==> config.mk <==
export PLATFORM = sky130hd
export DESIGN_NAME = wegs_ctrl
export DESIGN_NICKNAME = d
export VERILOG_FILES = /design/src/rtl/core/wegs_pkg.sv /design/src/rtl/core/wegs_ctrl.sv
export SDC_FILE = /design/constraint.sdc
export NUM_CORES = 1
export LEC_CHECK = 0
export ABC_CLOCK_PERIOD_IN_PS = 2100
export BUFFER_PORTS_ARGS = -buffer_cell sky130_fd_sc_hd__buf_2
export CAP_MARGIN = 20
export CORE_AREA = 2 2 39 41
export CTS_CLUSTER_SIZE = 10
export DETAILED_ROUTE_END_ITERATION = 8
export DIE_AREA = 0 0 41 43
export PLACE_DENSITY = 0.58
export SLEW_MARGIN = 20
export SYNTH_ARGS = -nofsm -noshare
export SYNTH_HDL_FRONTEND = slang
export SYNTH_SLANG_ARGS = --single-unit
==> constraint.sdc <==
create_clock -name clk -period 2.1 [get_ports clk]
set_input_delay 0.21 -clock clk [delete_from_list [all_inputs] [get_ports clk]]
set_output_delay 0.21 -clock clk [all_outputs]
set_load 0.01 [all_outputs]
==> src/rtl/core/wegs_pkg.sv <==
package wegs_pkg;

    // Default grid and sine table sizes.
    localparam int GridSizeDef    = 64;
    localparam int SineEntriesDef = 1024;

    // Fixed field widths.
    localparam int FieldW  = 6;
    localparam int DataW   = 32;
    localparam int AmpW    = 25;
    localparam int CfgIdxW = 3;

    // Request function codes.
    localparam logic FUNC_ADVANCE = 1'b0;
    localparam logic FUNC_READ    = 1'b1;

    // Configuration register indexes.
    typedef enum logic [CfgIdxW-1:0] {
        CFG_TIME_STEP    = 3'd0,
        CFG_COUPLING     = 3'd1,
        CFG_DRIVE_AMP    = 3'd2,
        CFG_SOURCE_ROW   = 3'd3,
        CFG_SOURCE_FIRST = 3'd4,
        CFG_SOURCE_LAST  = 3'd5
    } cfg_index_t;

    // Configuration reset values.
    localparam logic [DataW-1:0]  TIME_STEP_RST    = 32'd715828;
    localparam logic [DataW-1:0]  COUPLING_RST     = 32'd98040000;
    localparam logic [AmpW-1:0]   DRIVE_AMP_RST    = 25'd838861;
    localparam logic [FieldW-1:0] SOURCE_ROW_RST   = 6'd10;
    localparam logic [FieldW-1:0] SOURCE_FIRST_RST = 6'd5;
    localparam logic [FieldW-1:0] SOURCE_LAST_RST  = 6'd35;

    // Fixed-point constants for the sine table.
    localparam logic [63:0] HALF_PI_Q30 = 64'd1686629713;
    localparam logic [63:0] ONE_Q30     = 64'd1073741824;

    // Controller states.
    typedef enum logic [3:0] {
        ST_CLEAR,
        ST_IDLE,
        ST_PHASE,
        ST_SINE_A,
        ST_SINE_B,
        ST_SINE_C,
        ST_SWEEP,
        ST_DRAIN,
        ST_RD_ISSUE,
        ST_RD_LOAD,
        ST_OUT
    } wegs_state_t;

    // Commands from the controller to the datapath.
    typedef struct packed {
        logic clear;
        logic capture;
        logic phase_step;
        logic sweep;
        logic out_load;
    } wegs_cmd_t;

    // Status from the datapath to the controller.
    typedef struct packed {
        logic clear_last;
        logic sweep_last;
        logic pipe_empty;
    } wegs_status_t;

    // Saturate a wide signed value to the signed 32-bit range.
    function automatic logic signed [31:0] sat32(input logic signed [39:0] v);
        logic signed [31:0] res;
        if (v > 40'sd2147483647) begin
            res = 32'sh7FFFFFFF;
        end
        else if (v < -40'sd2147483648) begin
            res = 32'sh80000000;
        end
        else begin
            res = v[31:0];
        end
        return res;
    endfunction

    // Sine of a 32-bit turn fraction in Q2.30, folded to a quarter wave and
    // evaluated with a truncated Taylor series. Used to build the constant table.
    function automatic logic signed [31:0] sine_q30(input logic [31:0] f);
        logic [1:0]         q;
        logic [63:0]        r;
        logic [63:0]        t;
        logic [63:0]        t2;
        logic [63:0]        a;
        logic [63:0]        s;
        logic signed [31:0] res;
        q = f[31:30];
        r = {34'd0, f[29:0]};
        if (q[0]) begin
            r = ONE_Q30 - r;
        end
        t  = (r * HALF_PI_Q30) >> 30;
        t2 = (t * t) >> 30;
        a  = ONE_Q30 - t2 / 64'd72;
        a  = ONE_Q30 - ((t2 * a) >> 30) / 64'd42;
        a  = ONE_Q30 - ((t2 * a) >> 30) / 64'd20;
        a  = ONE_Q30 - ((t2 * a) >> 30) / 64'd6;
        s  = (t * a) >> 30;
        if (s > ONE_Q30) begin
            s = ONE_Q30;
        end
        res = signed'(s[31:0]);
        if (q[1]) begin
            res = -res;
        end
        return res;
    endfunction

endpackage

==> src/rtl/core/wegs_ctrl.sv <==
module wegs_ctrl (
    input  logic                  clk,
    input  logic                  rst_n,
    input  logic                  in_valid,
    input  logic                  in_func,
    input  logic                  out_ready,
    input  wegs_pkg::wegs_status_t status,
    output wegs_pkg::wegs_cmd_t    cmd,
    output logic                  in_ready,
    output logic                  out_valid
);
    import wegs_pkg::*;

    wegs_state_t state_reg;
    wegs_state_t state_next;

    // State register.
    always_ff @(posedge clk or negedge rst_n)
    begin
        if (!rst_n)
        begin
            state_reg <= ST_CLEAR;
        end
        else
        begin
            state_reg <= state_next;
        end
    end

    // Next state.
    always_comb
    begin
        state_next = state_reg;
        case (state_reg)
            ST_CLEAR:
            begin
                if (status.clear_last)
                begin
                    state_next = ST_IDLE;
                end
            end
            ST_IDLE:
            begin
                if (in_valid)
                begin
                    state_next = (in_func == FUNC_READ) ? ST_RD_ISSUE : ST_PHASE;
                end
            end
            ST_PHASE:    state_next = ST_SINE_A;
            ST_SINE_A:   state_next = ST_SINE_B;
            ST_SINE_B:   state_next = ST_SINE_C;
            ST_SINE_C:   state_next = ST_SWEEP;
            ST_SWEEP:
            begin
                if (status.sweep_last)
                begin
                    state_next = ST_DRAIN;
                end
            end
            ST_DRAIN:
            begin
                if (status.pipe_empty)
                begin
                    state_next = ST_OUT;
                end
            end
            ST_RD_ISSUE: state_next = ST_RD_LOAD;
            ST_RD_LOAD:  state_next = ST_OUT;
            ST_OUT:
            begin
                if (out_ready)
                begin
                    state_next = ST_IDLE;
                end
            end
            default:     state_next = ST_CLEAR;
        endcase
    end

    // Outputs decoded from the state.
    always_comb
    begin
        cmd        = '0;
        in_ready   = 1'b0;
        out_valid  = 1'b0;
        case (state_reg)
            ST_CLEAR:   cmd.clear = 1'b1;
            ST_IDLE:
            begin
                in_ready    = 1'b1;
                cmd.capture = in_valid;
            end
            ST_PHASE:   cmd.phase_step = 1'b1;
            ST_SWEEP:   cmd.sweep = 1'b1;
            ST_RD_LOAD: cmd.out_load = 1'b1;
            ST_OUT:     out_valid = 1'b1;
            default:    cmd = '0;
        endcase
    end

endmodule

==> results.txt <==
- The run finished with clean final reports.
- The number of antenna diodes in the final layout is 0.
- Clock network latency to the later pin of the worst-skew pair: between 0.2 and 0.25 ns
- Cell area after synthesis: 364 sq um
- Number of distinct library cells after synthesis: 23
- Number of vias per cell: between 4 and 5
* Ratio of cells with drive above 1 in the final layout: 38.6%
* Mean cell area of the mapped netlist: about 8.5 sq um
- Number of flip-flops under the largest register name: 4
- For the worst setup path, the data arrival time is about 1.8 ns.
* Worst Clk Skew: 0.000851 ns
- Postcts setup bufs: 0
* Buffers from clock root to sink, at most: 2
- Input and output buffers added on the ports amount to 14.
- Power share of the sequential group: 33.5%
* Slack of the critical path: roughly 0.46 ns
- Antenna Violating Nets Remaining: 0
- Per report_power, the clock group accounts for between 10% and 20% of the total.
- Pin placement for this block handled 15 I/O pins.
- Number of global-route vias before repair: between 200 and 300
* Area fraction in compound gates after synthesis: between 15 and 20%
- Xor and xnor fraction of the mapped netlist area: 0%
- The routed design has 760 microns of wire.
* Global placement routability congestion: ~0.73
* Worst max-slew margin expressed relative to the limit: between 70% and 80%
- Die X-Extent: between 40 and 50 microns
* Placed Cells incl. Taps: slightly below 70
- Counting every instance in the synthesized netlist gives 43.
- Dividing the final minimum period by the clock period gives between 70% and 80%.
* #FFs+latches synth: 4
* Maximum number of pins on one net before global-route repair: 13
* Placement Rows: 14
- Clock-pin slew was measured on the worst setup and hold paths at approximately 0.030 ns.
- GR Overflow Total: 0
- Walking the worst path, the cells encountered are nand2b_4 -> o32a_1 -> o211a_1 -> mux2_4.
* Worst slack after detailed placement: 0.468 ns
- The root buffer cell chosen for the clock tree is clkbuf_4.
- The initial antenna violation count came to 0.
- Effective utilization at floorplan: 26.3%
- Net switching is 42.8% of the power.
- In this run the worst hold path is classified as primary input to flip-flop.
- Max FO, Critical Path: 9
- Library cell occupying the most area in the post-synthesis netlist: dfrtp_1
- Hold_buf cts: 1
- In the post-synthesis netlist, the biggest area contributors are dfrtp_1 (27%), mux2_4 (8.2%), nand2b_4 (7.6%).
* Area share of the largest cell type after synthesis: 27.5%
- Multiplexer fraction of the synthesized cell area: between 10% and 20%
- Static leakage power: between 0.2 and 0.25 nW
- Share of total power in combinational logic: between 50 and 60%
* P_sw: roughly 0.00029 W
- CP Data Required Time: ~2.2 ns
- Detailed placer's ending HPWL: roughly 570 microns
- Setup violations remaining at the end of the flow were counted as 0.
* CTS H-tree depth: 1
- Across the VDD grid, the largest voltage drop is between 0.0006 and 0.0007 V.
- The core region is about 0.0014 sq mm.
- STA classifies the critical path endpoint as a flip-flop.
- # Max-Cap Violations: 0
- The count of cells in the finished layout, fillers not included, comes to 73.
* Setup repair after global routing missed its margin: no
- Dividing the detail-routed wire length by the instance count gives 10.4 microns.
- The clock drives 4 sinks.
- Tot GR Track Use: 11.0%
- The worst path needs 1.64 ns of the cycle, external delays included.
* Area share of fa/ha/maj cells after synthesis: 0%
* Combinational family with the most area after synthesis: simple AND/OR/NAND/NOR gates
- Slowest cell delay on critical path: 0.48 ns
- Total count of hold-check failures in the final report: 0
- Total CTS buffers: 3
- For this run, the detailed router's first-pass iteration total came to 2.
* Sequential-to-total area share from yosys stat: a little over a quarter
* Critical path type: flip-flop to flip-flop
- # DRC: 0
- Area of all placed cells without fillers: about 460 sq um
- Synthesis produced a netlist with a net count of ~50.
- Number of slew-limit violations in the final report: 0
* Area delta synth->final: 26.8%
* Die area: roughly 0.0018 sq mm
- Pint: around 0.00039 W
- The first global-routing pass estimated approximately 1200 microns of wire.
- Total power: between 0.0006 and 0.0007 W
- Power per unit of standard cell area: between 1000 and 1500 mW/mm^2
- Gates resized during post-CTS repair numbered 0.
- The slowest stage of the critical path belongs to the cell dfrtp_1.
- Die boundary height: approximately 43 microns
* Detailed Route Iter0 Violations: 2
* Net count, final: 67
- Across all layers, the routed design uses 341 vias.
- For the pin with the worst max-slew slack, the measured transition is around 0.4 ns.
- Type of origin of the critical path: flip-flop
* Highest clock rate: just over 600 MHz
* CTS tree: built
- Fraction of the mapped netlist area in simple logic gates: between 30% and 40%
* Dpl cell area: approximately 430 sq um
- Setup TNS: 0 ns
* Yosys warning total: 0
==> area by class of cell <==
type / instances / area, sq um
clock buffers: 3 / 22.5
repair buffers: 15 / 80.1
inverters: 1 / 3.75
well taps: 16 / 20.0
multi-input cells: 34 / 235
fillers: 143 / 922
flip-flops and latches: 4 / 100
==> cells by family (layout without fill, tap and decap cells) <==
group / count (synthesis) / in the layout
mux: 3 / 3
compound gates: 9 / 9
buf+inv: 5 / 19
flops: 4 / 4
simple gates: 22 / 22
==> through the flow <==
| stage | util (%) | hold WS (ns) |
|---|---|---|
| final | 33.4 | 0.283 |
| after global routing | 33.4 | 0.322 |
| after CTS | 33.4 | 0.286 |
| after detailed placement | 31.0 | 0.0187 |
| after global placement | 31.0 | 0.0204 |
| after floorplan | - | -0.0856 |
==> power by group through the flow <==
stage | combinational, W | sequential (W) | clock, W
final | 0.000360 | 0.000227 | 0.0000915
after global routing | 0.000405 | 0.000238 | 0.000102
after CTS | 0.000365 | 0.000227 | 0.0000985
after detailed placement | 0.000361 | 0.000228 | 0
after global placement | 0.000362 | 0.000229 | 0
after floorplan | 0.000394 | 0.000140 | 0
==> placed cells by master, fill, tap and decap left out, drive strengths merged, types with 2 or more instances in the layout <==
cell type  netlist  routed
nand2            2       2
mux2             2       2
nor2             6       6
clkbuf           1       3
buf              3      14
nand2b           6       6
a21oi            3       3
dfrtp            4       4
nor3             4       4
==> synthesized netlist by cell type <==
master    instances
dfrtp_1           4
o32a_1            1
nor2b_1           1
nor4_2            1
inv_1             1
nand2_1           2
o211a_1           1
o32ai_1           1
nor2_1            6
nand2b_4          2
a21o_1            1
a31oi_1           1
and2_1            1
buf_2             2
nand2b_1          4
nand3_1           1
o21ai_0           1
mux2_4            2
mux2i_1           1
clkbuf_1          1
a21oi_1           3
buf_6             1
nor3_1            4
==> final timing paths <==
path / from / to / slack [ns] / cells after the start
worst max-delay path: state_reg[1] / state_reg[1] / 0.46 / 4
worst min-delay path: status[0] / state_reg[2] / 0.28 / 4
worst max register to register: state_reg[1] / state_reg[1] / 0.46 / 4
worst min register to register: state_reg[3] / state_reg[2] / 0.70 / 1
max in group asynchronous: rst_n / state_reg[2] / 1.67 / 2
min in group asynchronous: rst_n / state_reg[0] / 0.31 / 2
==> worst max-delay path, delay by kind of cell (launching register included) <==
family          cells  cell delay, ns
simple gates        1            0.20
mux                 1            0.31
compound gates      2            0.53
flops               1            0.48
==> routing by layer <==
layer / vias up / routed length, microns / GRT usage (%)
met5: - / 0 / 0
met4: 0 / 27 / 10.0
met3: 4 / 55 / 3.14
li1: 179 / - / -
met2: 11 / 344 / 14.7
met1: 147 / 333 / 13.4
Power figures use the tool's default switching activity.
